## src/sde_pkg.sv

```systemverilog
package sde_pkg;

   localparam int SAMPLE_BITS    = 16;
   localparam int STD_BITS       = 16;
   localparam int COUNT_OUT_BITS = 11;
   localparam int REQ_DATA_BITS  = 16;
   localparam int RSP_DATA_BITS  = 32;

   typedef logic [2:0] dp_op_type;

   localparam dp_op_type OP_HOLD   = 3'd0;
   localparam dp_op_type OP_LOAD   = 3'd1;
   localparam dp_op_type OP_MULQ   = 3'd2;
   localparam dp_op_type OP_LOAD_S = 3'd3;
   localparam dp_op_type OP_MULS   = 3'd4;
   localparam dp_op_type OP_DIV    = 3'd5;
   localparam dp_op_type OP_SQRT   = 3'd6;
   localparam dp_op_type OP_EMIT   = 3'd7;

   typedef struct packed {
      dp_op_type op;
      logic      first;
      logic      accept;
   } dp_cmd_type;

   typedef struct packed {
      logic set_close;
      logic rsp_busy;
   } dp_status_type;

endpackage

```

## src/sde_ctrl.sv

```systemverilog
module sde_ctrl #(
   parameter int MAX_ITEMS = 1024
) (
   input  logic                  clock,
   input  logic                  reset,
   input  logic                  req_tvalid,
   output logic                  req_tready,
   input  sde_pkg::dp_status_type status,
   output sde_pkg::dp_cmd_type    cmd
);
   import sde_pkg::*;

   localparam int CW  = $clog2(MAX_ITEMS + 1);
   localparam int SW  = SAMPLE_BITS + CW;
   localparam int DW  = 2 * SAMPLE_BITS + 2 * CW - 2;
   localparam int CTW = $clog2(DW);

   localparam logic [CTW-1:0] MULQ_LAST = CTW'(CW - 1);
   localparam logic [CTW-1:0] MULS_LAST = CTW'(SW - 1);
   localparam logic [CTW-1:0] DIV_LAST  = CTW'(DW - 1);
   localparam logic [CTW-1:0] SQRT_LAST = CTW'(SAMPLE_BITS - 1);

   localparam logic [3:0] ST_ACCUM  = 4'd0;
   localparam logic [3:0] ST_LOAD   = 4'd1;
   localparam logic [3:0] ST_MULQ   = 4'd2;
   localparam logic [3:0] ST_LOAD_S = 4'd3;
   localparam logic [3:0] ST_MULS   = 4'd4;
   localparam logic [3:0] ST_DIV1   = 4'd5;
   localparam logic [3:0] ST_DIV2   = 4'd6;
   localparam logic [3:0] ST_SQRT   = 4'd7;
   localparam logic [3:0] ST_EMIT   = 4'd8;

   logic [3:0]     state_ff, state_in;
   logic [CTW-1:0] step_ff, step_in;
   logic           first_ff, first_in;

   always_comb begin
      state_in   = state_ff;
      step_in    = step_ff;
      first_in   = 1'b0;
      req_tready = 1'b0;
      cmd.op     = OP_HOLD;
      cmd.first  = first_ff;
      cmd.accept = 1'b0;
      unique case (state_ff)
         ST_ACCUM: begin
            req_tready = 1'b1;
            cmd.accept = req_tvalid;
            if (req_tvalid && status.set_close) begin
               state_in = ST_LOAD;
            end
         end
         ST_LOAD: begin
            cmd.op   = OP_LOAD;
            state_in = ST_MULQ;
            step_in  = MULQ_LAST;
         end
         ST_MULQ: begin
            cmd.op = OP_MULQ;
            if (step_ff == '0) begin
               state_in = ST_LOAD_S;
            end else begin
               step_in = step_ff - 1'b1;
            end
         end
         ST_LOAD_S: begin
            cmd.op   = OP_LOAD_S;
            state_in = ST_MULS;
            step_in  = MULS_LAST;
         end
         ST_MULS: begin
            cmd.op = OP_MULS;
            if (step_ff == '0) begin
               state_in = ST_DIV1;
               step_in  = DIV_LAST;
               first_in = 1'b1;
            end else begin
               step_in = step_ff - 1'b1;
            end
         end
         ST_DIV1: begin
            cmd.op = OP_DIV;
            if (step_ff == '0) begin
               state_in = ST_DIV2;
               step_in  = DIV_LAST;
               first_in = 1'b1;
            end else begin
               step_in = step_ff - 1'b1;
            end
         end
         ST_DIV2: begin
            cmd.op = OP_DIV;
            if (step_ff == '0) begin
               state_in = ST_SQRT;
               step_in  = SQRT_LAST;
               first_in = 1'b1;
            end else begin
               step_in = step_ff - 1'b1;
            end
         end
         ST_SQRT: begin
            cmd.op = OP_SQRT;
            if (step_ff == '0) begin
               state_in = ST_EMIT;
            end else begin
               step_in = step_ff - 1'b1;
            end
         end
         ST_EMIT: begin
            // Wait here only while the previous result is still unclaimed.
            if (!status.rsp_busy) begin
               cmd.op   = OP_EMIT;
               state_in = ST_ACCUM;
            end
         end
         default: begin
            state_in = ST_ACCUM;
         end
      endcase
   end

   always_ff @(posedge clock) begin
      if (reset) begin
         state_ff <= ST_ACCUM;
         step_ff  <= '0;
         first_ff <= 1'b0;
      end else begin
         state_ff <= state_in;
         step_ff  <= step_in;
         first_ff <= first_in;
      end
   end

endmodule

```

## src/sde_datapath.sv

```systemverilog
module sde_datapath #(
   parameter int MAX_ITEMS = 1024
) (
   input  logic                                  clock,
   input  logic                                  reset,
   input  sde_pkg::dp_cmd_type                   cmd,
   input  logic [sde_pkg::REQ_DATA_BITS-1:0]     req_tdata,
   input  logic                                  req_tlast,
   input  logic                                  rsp_tready,
   output sde_pkg::dp_status_type                status,
   output logic                                  rsp_tvalid,
   output logic [sde_pkg::RSP_DATA_BITS-1:0]     rsp_tdata,
   output logic                                  rsp_tuser
);
   import sde_pkg::*;

   localparam int SB = SAMPLE_BITS;
   localparam int CW = $clog2(MAX_ITEMS + 1);
   localparam int SW = SB + CW;
   localparam int QW = 2 * SB + CW - 1;
   localparam int DW = 2 * SB + 2 * CW - 2;
   localparam int VW = 2 * SB;
   localparam int PADW = RSP_DATA_BITS - COUNT_OUT_BITS - STD_BITS;

   // Accumulators for the open set.
   logic signed [SW-1:0] sum_ff, sum_in;
   logic [QW-1:0]        sq_ff, sq_in;
   logic [CW-1:0]        cnt_ff, cnt_in;
   logic                 long_ff, long_in;

   // Closing arithmetic: shift-add multiply, restoring divide, digit sqrt.
   logic [CW-1:0]        n_ff, n_in;
   logic [DW-1:0]        prod_ff, prod_in;
   logic [DW-1:0]        mcand_ff, mcand_in;
   logic [SW-1:0]        mplier_ff, mplier_in;
   logic [CW-1:0]        drem_ff, drem_in;
   logic [SB:0]          srem_ff, srem_in;
   logic [SB-1:0]        root_ff, root_in;

   logic                 out_valid_ff, out_valid_in;
   logic [STD_BITS-1:0]  out_std_ff, out_std_in;
   logic [COUNT_OUT_BITS-1:0] out_cnt_ff, out_cnt_in;
   logic                 out_long_ff, out_long_in;

   logic signed [SB-1:0]   sample;
   logic signed [2*SB-1:0] square;
   logic                   full;
   logic [SW-1:0]          sum_abs;
   logic [CW-1:0]          drem_prev;
   logic [CW:0]            drem_t, drem_diff;
   logic                   dge;
   logic [SB:0]            srem_prev;
   logic [SB-1:0]          root_prev;
   logic [SB+2:0]          srem_t, strial, srem_diff;
   logic                   sge;
   logic [CW+COUNT_OUT_BITS-1:0] cnt_wide;

   assign sample  = req_tdata[SB-1:0];
   assign square  = sample * sample;
   assign full    = (cnt_ff == CW'(MAX_ITEMS - 1));
   assign sum_abs = sum_ff[SW-1] ? SW'(-sum_ff) : SW'(sum_ff);

   assign drem_prev = cmd.first ? '0 : drem_ff;
   assign drem_t    = {drem_prev, prod_ff[DW-1]};
   assign drem_diff = drem_t - {1'b0, n_ff};
   assign dge       = (drem_t >= {1'b0, n_ff});

   assign srem_prev = cmd.first ? '0 : srem_ff;
   assign root_prev = cmd.first ? '0 : root_ff;
   assign srem_t    = {srem_prev, prod_ff[VW-1:VW-2]};
   assign strial    = {1'b0, root_prev, 2'b01};
   assign srem_diff = srem_t - strial;
   assign sge       = (srem_t >= strial);

   assign cnt_wide = {{COUNT_OUT_BITS{1'b0}}, n_ff};

   always_comb begin
      sum_in       = sum_ff;
      sq_in        = sq_ff;
      cnt_in       = cnt_ff;
      long_in      = long_ff;
      n_in         = n_ff;
      prod_in      = prod_ff;
      mcand_in     = mcand_ff;
      mplier_in    = mplier_ff;
      drem_in      = drem_ff;
      srem_in      = srem_ff;
      root_in      = root_ff;
      out_valid_in = out_valid_ff & ~rsp_tready;
      out_std_in   = out_std_ff;
      out_cnt_in   = out_cnt_ff;
      out_long_in  = out_long_ff;

      if (cmd.accept) begin
         sum_in  = sum_ff + SW'(sample);
         sq_in   = sq_ff + QW'(unsigned'(square));
         cnt_in  = cnt_ff + 1'b1;
         long_in = full & ~req_tlast;
      end

      unique case (cmd.op)
         OP_HOLD: begin
         end
         OP_LOAD: begin
            prod_in   = '0;
            mcand_in  = DW'(sq_ff);
            mplier_in = SW'(cnt_ff);
            n_in      = cnt_ff;
         end
         OP_MULQ: begin
            if (mplier_ff[0]) begin
               prod_in = prod_ff + mcand_ff;
            end
            mcand_in  = {mcand_ff[DW-2:0], 1'b0};
            mplier_in = {1'b0, mplier_ff[SW-1:1]};
         end
         OP_LOAD_S: begin
            mcand_in  = DW'(sum_abs);
            mplier_in = sum_abs;
            sum_in    = '0;
            sq_in     = '0;
            cnt_in    = '0;
         end
         OP_MULS: begin
            // n*Q never falls below S*S, so the running difference never goes negative.
            if (mplier_ff[0]) begin
               prod_in = prod_ff - mcand_ff;
            end
            mcand_in  = {mcand_ff[DW-2:0], 1'b0};
            mplier_in = {1'b0, mplier_ff[SW-1:1]};
         end
         OP_DIV: begin
            drem_in = dge ? drem_diff[CW-1:0] : drem_t[CW-1:0];
            prod_in = {prod_ff[DW-2:0], dge};
         end
         OP_SQRT: begin
            srem_in = sge ? srem_diff[SB:0] : srem_t[SB:0];
            root_in = {root_prev[SB-2:0], sge};
            prod_in = {prod_ff[DW-3:0], 2'b00};
         end
         OP_EMIT: begin
            out_valid_in = 1'b1;
            out_std_in   = root_ff;
            out_cnt_in   = cnt_wide[COUNT_OUT_BITS-1:0];
            out_long_in  = long_ff;
         end
         default: begin
         end
      endcase
   end

   always_ff @(posedge clock) begin
      if (reset) begin
         sum_ff       <= '0;
         sq_ff        <= '0;
         cnt_ff       <= '0;
         out_valid_ff <= 1'b0;
      end else begin
         sum_ff       <= sum_in;
         sq_ff        <= sq_in;
         cnt_ff       <= cnt_in;
         out_valid_ff <= out_valid_in;
      end
   end

   always_ff @(posedge clock) begin
      long_ff     <= long_in;
      n_ff        <= n_in;
      prod_ff     <= prod_in;
      mcand_ff    <= mcand_in;
      mplier_ff   <= mplier_in;
      drem_ff     <= drem_in;
      srem_ff     <= srem_in;
      root_ff     <= root_in;
      out_std_ff  <= out_std_in;
      out_cnt_ff  <= out_cnt_in;
      out_long_ff <= out_long_in;
   end

   assign status.set_close = req_tlast | full;
   assign status.rsp_busy  = out_valid_ff & ~rsp_tready;

   assign rsp_tvalid = out_valid_ff;
   assign rsp_tdata  = {{PADW{1'b0}}, out_cnt_ff, out_std_ff};
   assign rsp_tuser  = out_long_ff;

endmodule

```

## src/standard_deviation_engine_top.sv

```systemverilog
// Population standard deviation of signed fixed-point samples. Samples stream in one beat
// per cycle on req_ while the block accumulates (tlast closes a set); a set also closes by
// itself at MAX_ITEMS samples, and then rsp_tuser is set unless that sample also carried
// tlast. After a set closes the block takes no samples while one shared shift-and-add unit
// forms n*Q - S*S, divides it twice by n and takes the floored square root, one bit or digit
// per cycle. The result waits in an output register, so sampling of the next set resumes
// while it is unclaimed; only a second closing set waits for it.
module standard_deviation_engine_top #(
   parameter int MAX_ITEMS = 1024
) (
   input  logic                                  clock,
   input  logic                                  reset,
   input  logic                                  req_tvalid,
   output logic                                  req_tready,
   input  logic [sde_pkg::REQ_DATA_BITS-1:0]     req_tdata,  // [15:0] sample
   input  logic                                  req_tlast,
   output logic                                  rsp_tvalid,
   input  logic                                  rsp_tready,
   output logic [sde_pkg::RSP_DATA_BITS-1:0]     rsp_tdata,  // [15:0] std_dev, [26:16] item_count
   output logic                                  rsp_tuser   // [0] set_too_long
);
   import sde_pkg::*;

   dp_cmd_type    cmd;
   dp_status_type status;

   sde_ctrl #(
      .MAX_ITEMS(MAX_ITEMS)
   ) u_ctrl (
      .clock     (clock),
      .reset     (reset),
      .req_tvalid(req_tvalid),
      .req_tready(req_tready),
      .status    (status),
      .cmd       (cmd)
   );

   sde_datapath #(
      .MAX_ITEMS(MAX_ITEMS)
   ) u_datapath (
      .clock     (clock),
      .reset     (reset),
      .cmd       (cmd),
      .req_tdata (req_tdata),
      .req_tlast (req_tlast),
      .rsp_tready(rsp_tready),
      .status    (status),
      .rsp_tvalid(rsp_tvalid),
      .rsp_tdata (rsp_tdata),
      .rsp_tuser (rsp_tuser)
   );

endmodule

```

## config.mk

```make
export PLATFORM = sky130hd
export DESIGN_NAME = standard_deviation_engine_top
export DESIGN_NICKNAME = d
export VERILOG_FILES = /design/src/sde_pkg.sv /design/src/sde_ctrl.sv /design/src/sde_datapath.sv /design/src/standard_deviation_engine_top.sv
export SDC_FILE = /design/constraint.sdc
export NUM_CORES = 1
export LEC_CHECK = 0
export BUFFER_PORTS_ARGS = -buffer_cell sky130_fd_sc_hd__buf_2
export CAP_MARGIN = 10
export CORE_ASPECT_RATIO = 0.8
export CORE_MARGIN = 8
export CORE_UTILIZATION = 40
export CTS_CLUSTER_SIZE = 16
export DETAILED_ROUTE_END_ITERATION = 8
export MAX_ROUTING_LAYER = met4
export PLACE_DENSITY_LB_ADDON = 0.3
export SLEW_MARGIN = 20
export SYNTH_ARGS = -nofsm -noshare
export SYNTH_HDL_FRONTEND = slang
export SYNTH_SLANG_ARGS = --single-unit
```

## constraint.sdc

```tcl
create_clock -name clock -period 8.32 [get_ports clock]
set_input_delay 0.416 -clock clock [delete_from_list [all_inputs] [get_ports clock]]
set_output_delay 0.416 -clock clock [all_outputs]
set_load 0.1 [all_outputs]
```

Yosys cells after proc, flatten, opt, wreduce, memory -nomap -nowiden
Index checks and enable logic that the tools add are counted.

word-level totals
  input bits = 21
  word-level logic and storage cells = 107
  output and inout bits = 35
  register bits after elaboration = 307

operators by class
  mux-type cells = 29
  bitwise logic cells = 6
  equality and inequality tests = 26
  multipliers = 1
  order comparisons = 2
  reductions and logical operators = 16
  add/subtract/negate cells = 9

operators by type and width
  operator            number
  $pmux 52 s5         1
  $pmux 52 s3         1
  $mux 52             2
  $pmux 27 s3         1
  $add 52x52->52      1
  $sub 52x52->52      1
  $add 42x32->42      1
  $pmux 4 s9          1
  $mux 17             2
  $mul 16x16->32      1
  $pmux 6 s5          1
  $mux 4              7
  $add 27x16->27      1
  $mux 27             1
  $neg 27->27         1
  $mux 11             2
  $pmux 3 s7          1
  $ge 19x18->1        1
  $mux 6              3
  $sub 17x17->17      1
  $eq 4x3->1 const B  4
  $mux 16             1
  $ne 2x1->1 const B  8
  $eq 3x3->1 const B  4
  26 further kinds    41

Longest topological paths before layout
Gate-level depths: netlist of run 1.

  depth in word-level cells = 7
  gate-level depth with buffers = 36

Hierarchy
A second synthesis of run 1 with hierarchy kept.

unflattened totals
  cell total of the unflattened synthesis = 3315
  area total of the unflattened synthesis = 29945.0 µm²

by module, submodules not included
  module        times used  area an instance (µm²)  sequential area each (µm²)  cells an instance
  sde_datapath  1           29163.0                 8077.7                      3208
  sde_ctrl      1           782.0                   220.2                       107

Worst setup path before layout of run 1
No wires, ideal clock.

  path type = input to register
  from = input port req_tdata[4] (netlist name)
  to = register u_datapath.sq_ff[39]
  path slack = -37 ps
  path buffers = 2
  stages on the path = 32
  data arrival time = 8286 ps
  library setup time = 70 ps
  required time = 8250 ps
  cells stage by stage = clkbuf_1 > clkbuf_1 > nand2_1 > fa_1 > inv_1 > fa_1 > fa_1 > fa_1 > fa_1 > inv_1 > fa_1 > inv_1 > ha_1 > and2_1 > a21o_1 > a21o_1 > a21oi_1 > nor2_1 > or3_1 > a21o_1 > a21oi_1 > xnor2_1 > ha_1 > nand2_1 > o21ai_0 > o2111ai_1 > a311o_1 > a21oi_1 > nor3_1 > o31a_1 > or4_1 > a21oi_1

between the ends
  word-level cells in the longest chain between the ends = 2

RTL lines
  element               RTL line                             text
  from (decl)           standard_deviation_engine_top.sv:15  input logic [sde_pkg::REQ_DATA_BITS-1:0] req_tdata,
  $mul 16x16->32        sde_datapath.sv:59                   assign square = sample * sample;
  $add 42x32->42        sde_datapath.sv:96                   sq_in = sq_ff + QW'(unsigned'(square));
  to (signal assigned)  sde_datapath.sv:160                  sq_ff <= sq_in;
  to (decl)             sde_datapath.sv:27                   logic [QW-1:0] sq_ff, sq_in;

Every way passes these cells.
A chain may end at the register's enable or synchronous reset.

Final worst setup path of run 1
  from = input port req_tdata[15] (netlist name)
  to = register u_datapath.sq_ff[39]

Same word-level chain as after synthesis.

==> results of run 1 <==
==> sequential cells by signal, indices dropped and copies added, names as in the netlist, 6 cells and up <==
name / flops
u_datapath.n_ff: 11
u_datapath.out_std_ff: 16
u_datapath.sum_ff: 27
u_datapath.srem_ff: 17
u_ctrl.step_ff: 6
u_datapath.sq_ff: 42
u_datapath.prod_ff: 52
u_datapath.mplier_ff: 27
u_datapath.cnt_ff: 11
u_datapath.out_cnt_ff: 11
u_datapath.mcand_ff: 52
u_datapath.root_ff: 16
u_datapath.drem_ff: 11
==> logic make-up after synthesis <==
family          synth area share (%)
compound gates                  16.2
xor+xnor                        6.45
fa+ha+maj                       25.6
buf+inv                         7.18
flops                           27.4
mux                             1.48
other cells                   0.0124
simple gates                    15.8
==> metal layers <==
| layer | share of wire, % | track usage [%] | wire length, um |
|---|---|---|---|
| met4 | 1.1 | 2.39 | 848 |
| met5 | 0 | - | 0 |
| met1 | 51 | 27.4 | 39100 |
| met3 | 5.4 | 2.79 | 4220 |
| met2 | 43 | 27.8 | 33200 |
==> worst min-delay path by stage <==
stage | cells after the start | slack [ns] | to
after CTS | 2 | 0.14 | u_datapath.long_ff
final | 2 | 0.17 | u_datapath.long_ff
after detailed placement | 0 | 0.41 | u_datapath.rsp_tuser
after global placement | 0 | 0.40 | u_datapath.rsp_tuser
after global routing | 2 | 0.16 | u_datapath.long_ff
after floorplan | 0 | 0.40 | u_datapath.rsp_tuser
==> cell type report <==
cell class	instances	share of cell area (%)
Timing Repair Buffer	152	3.09
Sequential cell	307	24.9
Inverter	437	4.93
Clock buffer	44	2.88
Clock inverter	18	0.590
Antenna cell	1	0.00751
Tap cell	1012	3.80
Multi-Input combinational cell	2512	59.8
==> through the flow <==
stage / setup WS, ns / cells / util, % / setup TNS [ns]
after floorplan: 0.0528 / 3393 / - / 0
after global routing: 0.0144 / 4483 / 44.3 / 0
after global placement: -0.0548 / 4420 / 42.7 / -0.0689
after detailed placement: -0.104 / 4420 / 42.7 / -0.246
after CTS: 0.439 / 4482 / 44.3 / 0
final: 0.422 / 4483 / 44.3 / 0
==> layout by cell type, fill, tap and decap left out, types with 23 or more instances in the layout <==
cell / synthesis / routed
buf_2: 1 / 50
inv_1: 435 / 435
a21o_1: 92 / 92
and2_1: 43 / 42
nor2_1: 224 / 221
a21oi_1: 235 / 235
nand4_1: 37 / 37
clkbuf_16: 0 / 35
nor2b_1: 54 / 54
xnor2_1: 131 / 131
o31ai_1: 32 / 31
fa_1: 240 / 240
o21a_1: 27 / 27
edfxtp_1: 215 / 215
nand3_1: 92 / 92
a22oi_1: 45 / 45
o21ai_0: 146 / 146
dfxtp_1: 92 / 92
buf_4: 5 / 101
nor3_1: 37 / 35
a31oi_1: 24 / 23
and3_1: 34 / 34
xor2_1: 92 / 92
ha_1: 235 / 235
nand2_1: 353 / 349
==> what timing repair did <==
action                     in CTS  in global routing
resized for setup               0                  1
hold buffers                    0                  0
setup endpoints to repair       0                  1
==> run_results.csv, run 1 <==
group,metric,value,unit
sta,tightest_slew,1.14,ns
routing,drtIter0Drc,1978,
yosys,ys.flop_type,"edfxtp_1",
clock_network,clk_path_buf_depth,3,
routing,drc,0,
layout,n_fill_cell,7451,
sta,max_freq,0.127,GHz
worst_setup_path,slowest_stage,"fa_1",
hold_path,hp-class,"input port to register",
yosys,synth_area_leaders,"edfxtp_1, fa_1, ha_1",
yosys,async_flop_share,0,%
sta,setup_viol,0,
yosys,yosysSeqAreaShare,27.4,%
worst_setup_path,cp.buffers_inverters,4,
layout,nNetsFinal,3940,
sta,clock-skew-final,0.0142,ns
yosys,synth.avg_cell_area,8.94,sq um
placement,globalplace.congestion,0.903,
worst_setup_path,required,8.79,ns
layout,drive_gt1_share,7.84,%
worst_setup_path,reg2reg_depth,16,
routing,vias,23900,
worst_setup_path,critPathMaxFanout,11,
sta,rsz0062_at_grt,"no",
layout,multi_input_area,19900,sq um
routing,routedWlPerCell,17.3,um
outcome,status,"complete, no violations",
sta,whs,0.166,ns
layout,final_cell_area,33300,sq um
grt,grt_pass1_vias,23500,
grt,grt_max_degree,85,
placement,detailed_place_hpwl,59.4,mm
floorplanning,fp.dieArea,84900,sq um
placement,numPortBuffers,50,
placement,place_area,32100,sq um
yosys,ys_warn_count,0,
grt,antenna_found_initial,1,
yosys,ys_ff_latch,307,
worst_setup_path,cp-start-kind,"input port",
run,maxCapViolCount,0,
sta,hold_viol,0,
worst_setup_path,crit_arrival,8.37,ns
clock_network,cts_setup_buffers,0,
grt,grt_use_total,18.7,%
worst_setup_path,r2r_start,"u_datapath.mcand_ff[3]",
clock_network,clk_pin_slew,0.06,ns
worst_setup_path,cpPeakStageDelay,0.56,ns
yosys,synth.most_common_cell,"inv_1",
worst_setup_path,startpoint,"req_tdata[15]",
hold_path,hold_start,"req_tlast",
floorplanning,start_util,40.3,%
sta,relSlewSlack,23.9,%
floorplanning,die_w,324,um
clock_network,cts_tree,"yes",
clock_network,cts.htree.levels,2,
floorplanning,rows,90,
clock_network,clock_latency,0.54,ns
yosys,synth_edf_count,215,
floorplanning,fp.dieH,262,um
yosys,synth_top_area_share,21.3,%
clock_network,root_buffer,"clkbuf_16",
routing,drt-total-wl,77.4,mm
worst_setup_path,critPathCaptureType,"register",
worst_setup_path,cp.depth,31,
routing,drtPass1Iterations,5,
sta,min_period_over_period,94.9,%
layout,regArea,8300,sq um
floorplanning,core-area,75200,sq um
worst_setup_path,crit_type,"input port to register",
sta,slew_viol_final,0,
worst_setup_path,cp_common_cell,"fa_1",
routing,drtAntennaViolNets,0,
clock_network,clkSinkCount,307,
clock_network,numCtsBuffers,34,
worst_setup_path,r2r_setup_slack,2.27,ns
grt,grt_pass1_wl,127,mm
routing,routed_via_density,5.33,
worst_setup_path,rr_endpoint,"u_datapath.prod_ff[50]",
worst_setup_path,crit_path_end,"u_datapath.sq_ff[39]",
grt,grt_overflow_total,0,
worst_setup_path,cp_top_family,"adder cells",
yosys,synth_cells,3389,
sta,post-route-min-period,7.90,ns
layout,area_delta_synth_final,9.92,%
yosys,synthTopCellsByCount,"inv_1, nand2_1, fa_1",
yosys,ys_types,84,
yosys,synth_largest_area_cell,"edfxtp_1",
floorplanning,ios,56,
yosys,netlist_area,30300,sq um
Power of run 1 is left out: the tool's default activity adds up to more than one toggle a clock period on the data nets, which glitch-free logic cannot reach.
==> inputs of run 2 (changes only) <==
Settings changed: CORE_ASPECT_RATIO 0.8 to 1.4.
==> run 2 against run 1 <==
Compared with the run above:
- sequential share of layout area is essentially flat
- first-iteration DRC count decreased by 32%
- design area up 0.11%
- register-to-register slack improved by 0.18 ns
- critical path depth rose by 3
- die area barely moved
- routed wire length is 0.45% lower
- worst setup slack better by 0.072 ns
- final cell count shrank 0.42%
==> run_results.csv, run 2 (synthesis gave the netlist of run 1 again) <==
group,metric,value,unit
outcome,status,"complete, no violations",
hold_path,hp-class,"input port to register",
clock_network,clkSinkCount,307,
sta,min_period_over_period,94.1,%
placement,globalplace.congestion,0.933,
worst_setup_path,crit_arrival,8.34,ns
clock_network,cts.htree.levels,1,
sta,rsz0062_at_grt,"no",
sta,slew_viol_final,0,
grt,grt_pass1_vias,24300,
routing,drtAntennaViolNets,0,
sta,fin_ws,0.495,ns
layout,drive_gt1_share,8.53,%
hold_path,hold_depth,2,
grt,grt_max_degree,85,
clock_network,numCtsBuffers,31,
sta,hold_viol,0,
routing,routed_via_density,5.37,
clock_network,postCtsHoldBufs,0,
clock_network,root_buffer,"clkbuf_16",
sta,relSlewSlack,23.6,%
worst_setup_path,reg2reg_depth,14,
clock_network,clk_path_buf_depth,3,
clock_network,cts_tree,"yes",
routing,drtPass1Iterations,5,
worst_setup_path,required,8.84,ns
floorplanning,start_util,40.3,%
layout,final_cell_mix,"inv_1, nand2_1, fa_1, a21oi_1, ha_1",
hold_path,hold_start,"req_tlast",
worst_setup_path,crit_type,"input port to register",
floorplanning,rows,119,
worst_setup_path,cpPeakStageDelay,0.54,ns
routing,drt-total-wl,77.1,mm
worst_setup_path,r2r_start,"u_ctrl.state_ff[2]",
worst_setup_path,cp_common_cell,"fa_1",
sta,max_freq,0.128,GHz
layout,final_cell_area,33300,sq um
worst_setup_path,r2r_setup_slack,2.45,ns
routing,drtIter0Drc,1348,
placement,detailed_place_hpwl,61.1,mm
sta,post-route-min-period,7.83,ns
sta,setup_viol,0,
run,maxCapViolCount,0,
worst_setup_path,rr_endpoint,"u_datapath.prod_ff[46]",
grt,antenna_found_initial,2,
layout,reg_top3,"u_datapath.mcand_ff (52), u_datapath.prod_ff (52), u_datapath.sq_ff (42)",
routing,vias,24000,
clock_network,clk_pin_slew,0.07,ns
layout,nNetsFinal,3966,
floorplanning,core-area,75200,sq um
sta,whs,0.0933,ns
floorplanning,ios,56,
floorplanning,fp.dieH,342,um
placement,place_area,32300,sq um
layout,final_common_cell,"inv_1",
floorplanning,fp.dieArea,84900,sq um
placement,pre_cts_ws,-0.0608,ns
floorplanning,die_w,249,um
worst_setup_path,slowest_stage,"fa_1",
grt,grt_use_total,18.2,%
sta,clock-skew-final,0.0257,ns
sta,tightest_slew,1.14,ns
worst_setup_path,critPathMaxFanout,6,
hold_path,holdPathEnd,"u_datapath.long_ff",
routing,drc,0,
placement,numPortBuffers,50,
worst_setup_path,critPathCaptureType,"register",
clock_network,clock_latency,0.61,ns
grt,grt_overflow_total,0,
routing,routedWlPerCell,17.3,um
clock_network,cts_setup_buffers,0,
layout,area_delta_synth_final,10.0,%
worst_setup_path,cp-start-kind,"input port",
grt,grt_pass1_wl,125,mm
-- run 2: cell count changes in the layout (fill, tap and decap cells not counted), sizes merged --
cell / delta
inv: -4
clkinvlp: +4
buf: +29
clkbuf: -9
clkinv: +5
-- run 2: critical path: cells and delay by family --
kind	cells	cell delay, ns
xor+xnor	2	0.28
fa+ha+maj	8	3.43
buf+inv	6	0.54
simple gates	7	1.47
compound gates	11	2.19
-- run 2: layout make-up --
cell class,instances,area [sq um]
inverter,437,1640
clock buffer,35,791
clock inverter,23,225
antenna,1,2.50
sequential,307,8300
timing repair buffer,181,1260
tap,968,1210
fill,7356,41900
multi-input combinational,2512,19900
-- run 2: worst max-delay path by stage --
| stage | cells past startpoint | from | end | slack, ns |
|---|---|---|---|---|
| 5_1_grt | 34 | req_tdata[2] | u_datapath.sq_ff[39] | 0.03 |
| 3_5_place_dp | 32 | req_tdata[4] | u_datapath.sq_ff[39] | -0.06 |
| 4_1_cts | 32 | req_tdata[4] | u_datapath.sq_ff[39] | 0.52 |
| 6_report | 34 | req_tdata[2] | u_datapath.sq_ff[39] | 0.49 |
| 2_1_floorplan | 32 | req_tdata[4] | u_datapath.sq_ff[39] | 0.05 |
| 3_3_place_gp | 32 | req_tdata[4] | u_datapath.sq_ff[39] | 0.02 |
-- run 2: per-stage QoR --
| stage | cells | util (%) | TNS, ns |
|---|---|---|---|
| final | 4464 | 44.3 | 0 |
| after global routing | 4464 | 44.3 | 0 |
| after CTS | 4463 | 44.3 | 0 |
| after detailed placement | 4405 | 43.0 | -0.129 |
| after global placement | 4405 | 43.0 | 0 |
| after floorplan | 3393 | - | 0 |
-- run 2: layer usage --
| metal | share of wire (%) | global-route usage, % | vias to the layer above |
|---|---|---|---|
| met2 | 52 | 33.7 | 395 |
| li1 | - | - | 11800 |
| met1 | 41 | 20.1 | 11600 |
| met3 | 2.7 | 1.30 | 139 |
| met5 | 0 | - | - |
| met4 | 4.6 | 7.58 | 0 |
-- run 2: repair_timing --
item                       4_1_cts  5_1_grt
hold endpoints to repair         0        0
resized for setup                0        1
setup endpoints to repair        0        2
Power of run 2 is left out for the same reason.
==> inputs of run 3 (changes only) <==
Settings changed: CORE_MARGIN 8 to 2.
==> run 3 against run 2 <==
Compared with the run above:
- count of clock-buffer cells in the layout rose by 1
- die area fell by 8.2%
- worst hold slack better by 0.022 ns
- routed wire length up 0.66%
- via count is 0.11% higher
- critical endpoint unchanged
- highest routed layer unchanged
==> run_results.csv, run 3 (synthesis gave the netlist of run 1 again) <==
group,metric,value,unit
routing,routedWlPerCell,17.3,um
worst_setup_path,slowest_stage,"fa_1",
clock_network,clkSinkCount,307,
layout,area_delta_synth_final,10.6,%
grt,grt_use_total,20.4,%
layout,nNetsFinal,3989,
sta,fin_ws,0.474,ns
worst_setup_path,cpPeakStageDelay,0.55,ns
grt,grt_pass1_wl,126,mm
sta,post-route-min-period,7.85,ns
sta,rsz0062_at_grt,"no",
sta,relSlewSlack,29.2,%
floorplanning,fp.dieArea,78000,sq um
placement,numPortBuffers,50,
placement,globalplace.congestion,0.896,
clock_network,cts_resized,0,
routing,routed_via_density,5.34,
worst_setup_path,crit_arrival,8.35,ns
outcome,status,"complete, no violations",
grt,grt_max_degree,95,
hold_path,hp-class,"input port to register",
clock_network,cts_setup_buffers,0,
placement,detailed_place_hpwl,61.3,mm
grt,antenna_found_initial,2,
routing,drt-total-wl,77.6,mm
worst_setup_path,reg2reg_depth,16,
layout,final_cell_mix,"inv_1, nand2_1, fa_1, a21oi_1, ha_1",
sta,setup_viol,0,
floorplanning,start_util,40.3,%
worst_setup_path,cp_common_cell,"fa_1",
worst_setup_path,cp.depth,32,
worst_setup_path,rr_endpoint,"u_datapath.prod_ff[50]",
routing,drc,0,
clock_network,cts_tree,"yes",
clock_network,cts.htree.levels,1,
floorplanning,ios,56,
clock_network,clk_pin_slew,0.07,ns
worst_setup_path,critPathCaptureType,"register",
worst_setup_path,r2r_setup_slack,2.07,ns
clock_network,root_buffer,"clkbuf_16",
worst_setup_path,cp.buffers_inverters,6,
worst_setup_path,crit_path_end,"u_datapath.sq_ff[39]",
sta,hold_viol,0,
layout,reg_top3,"u_datapath.mcand_ff (52), u_datapath.prod_ff (52), u_datapath.sq_ff (42)",
sta,min_period_over_period,94.3,%
layout,final_cell_area,33500,sq um
floorplanning,fp.dieH,330,um
worst_setup_path,required,8.83,ns
worst_setup_path,crit_type,"input port to register",
layout,final_common_cell,"inv_1",
grt,grt_pass1_vias,24200,
floorplanning,die_w,237,um
worst_setup_path,startpoint,"req_tdata[2]",
run,maxCapViolCount,0,
routing,drtPass1Iterations,5,
clock_network,numCtsBuffers,30,
placement,dp_cells,4429,
worst_setup_path,r2r_start,"u_datapath.mcand_ff[3]",
clock_network,postCtsHoldBufs,0,
routing,vias,24000,
worst_setup_path,critPathMaxFanout,10,
clock_network,clk_path_buf_depth,3,
worst_setup_path,cp_top_family,"adder cells",
grt,grt_overflow_total,0,
routing,drtAntennaViolNets,0,
placement,place_area,32500,sq um
sta,slew_viol_final,0,
sta,tightest_slew,1.06,ns
layout,drive_gt1_share,9.18,%
sta,clock-skew-final,0.0243,ns
layout,finalNonFillerCells,4486,
worst_setup_path,cp-start-kind,"input port",
routing,drtIter0Drc,1159,
clock_network,clock_latency,0.59,ns
floorplanning,rows,119,
sta,max_freq,0.127,GHz
placement,pre_cts_ws,-0.0912,ns
floorplanning,core-area,75200,sq um
==> run 3: cell count changes in the layout (fill, tap and decap cells not counted), moves of 2 or more <==
cell,delta
clkbuf_8,+2
clkinv_1,-3
clkinv_2,-2
buf_4,+25
inv_6,+3
==> run 3: worst min-delay path by stage <==
stage	cells after the start	from	end
6_report	2	req_tlast	u_datapath.long_ff
5_1_grt	2	req_tlast	u_datapath.long_ff
4_1_cts	2	req_tlast	u_datapath.long_ff
3_5_place_dp	0	u_datapath.long_ff	u_datapath.rsp_tuser
3_3_place_gp	0	u_datapath.long_ff	u_datapath.rsp_tuser
2_1_floorplan	0	u_datapath.long_ff	u_datapath.rsp_tuser
==> run 3: per-layer routing <==
layer  vias up  share of wire [%]  wire, um  track usage, %
met5         -                  0         0               -
met4         0                4.0      3090            7.55
met3       125                2.3      1770            1.07
met2       370                 52     40700            37.9
met1     11600                 41     32100            23.1
li1      11900                  -         -               -
==> run 3: final cells by class <==
cell class	count	area (sq um)
timing repair buffer	205	1430
clock buffer	36	793
inverter	437	1640
tap	968	1210
multi-input combinational	2512	19900
sequential	307	8300
antenna	1	2.50
fill	7335	41700
clock inverter	20	223
==> run 3: through the flow <==
step / utilization, % / hold slack (ns) / TNS [ns]
floorplan: - / 0.400 / 0
global placement: 43.2 / 0.404 / -0.0887
detailed placement: 43.2 / 0.410 / -0.364
CTS: 44.6 / 0.0845 / 0
global route: 44.6 / 0.0975 / 0
finish: 44.6 / 0.116 / 0
Power of run 3 is left out for the same reason.
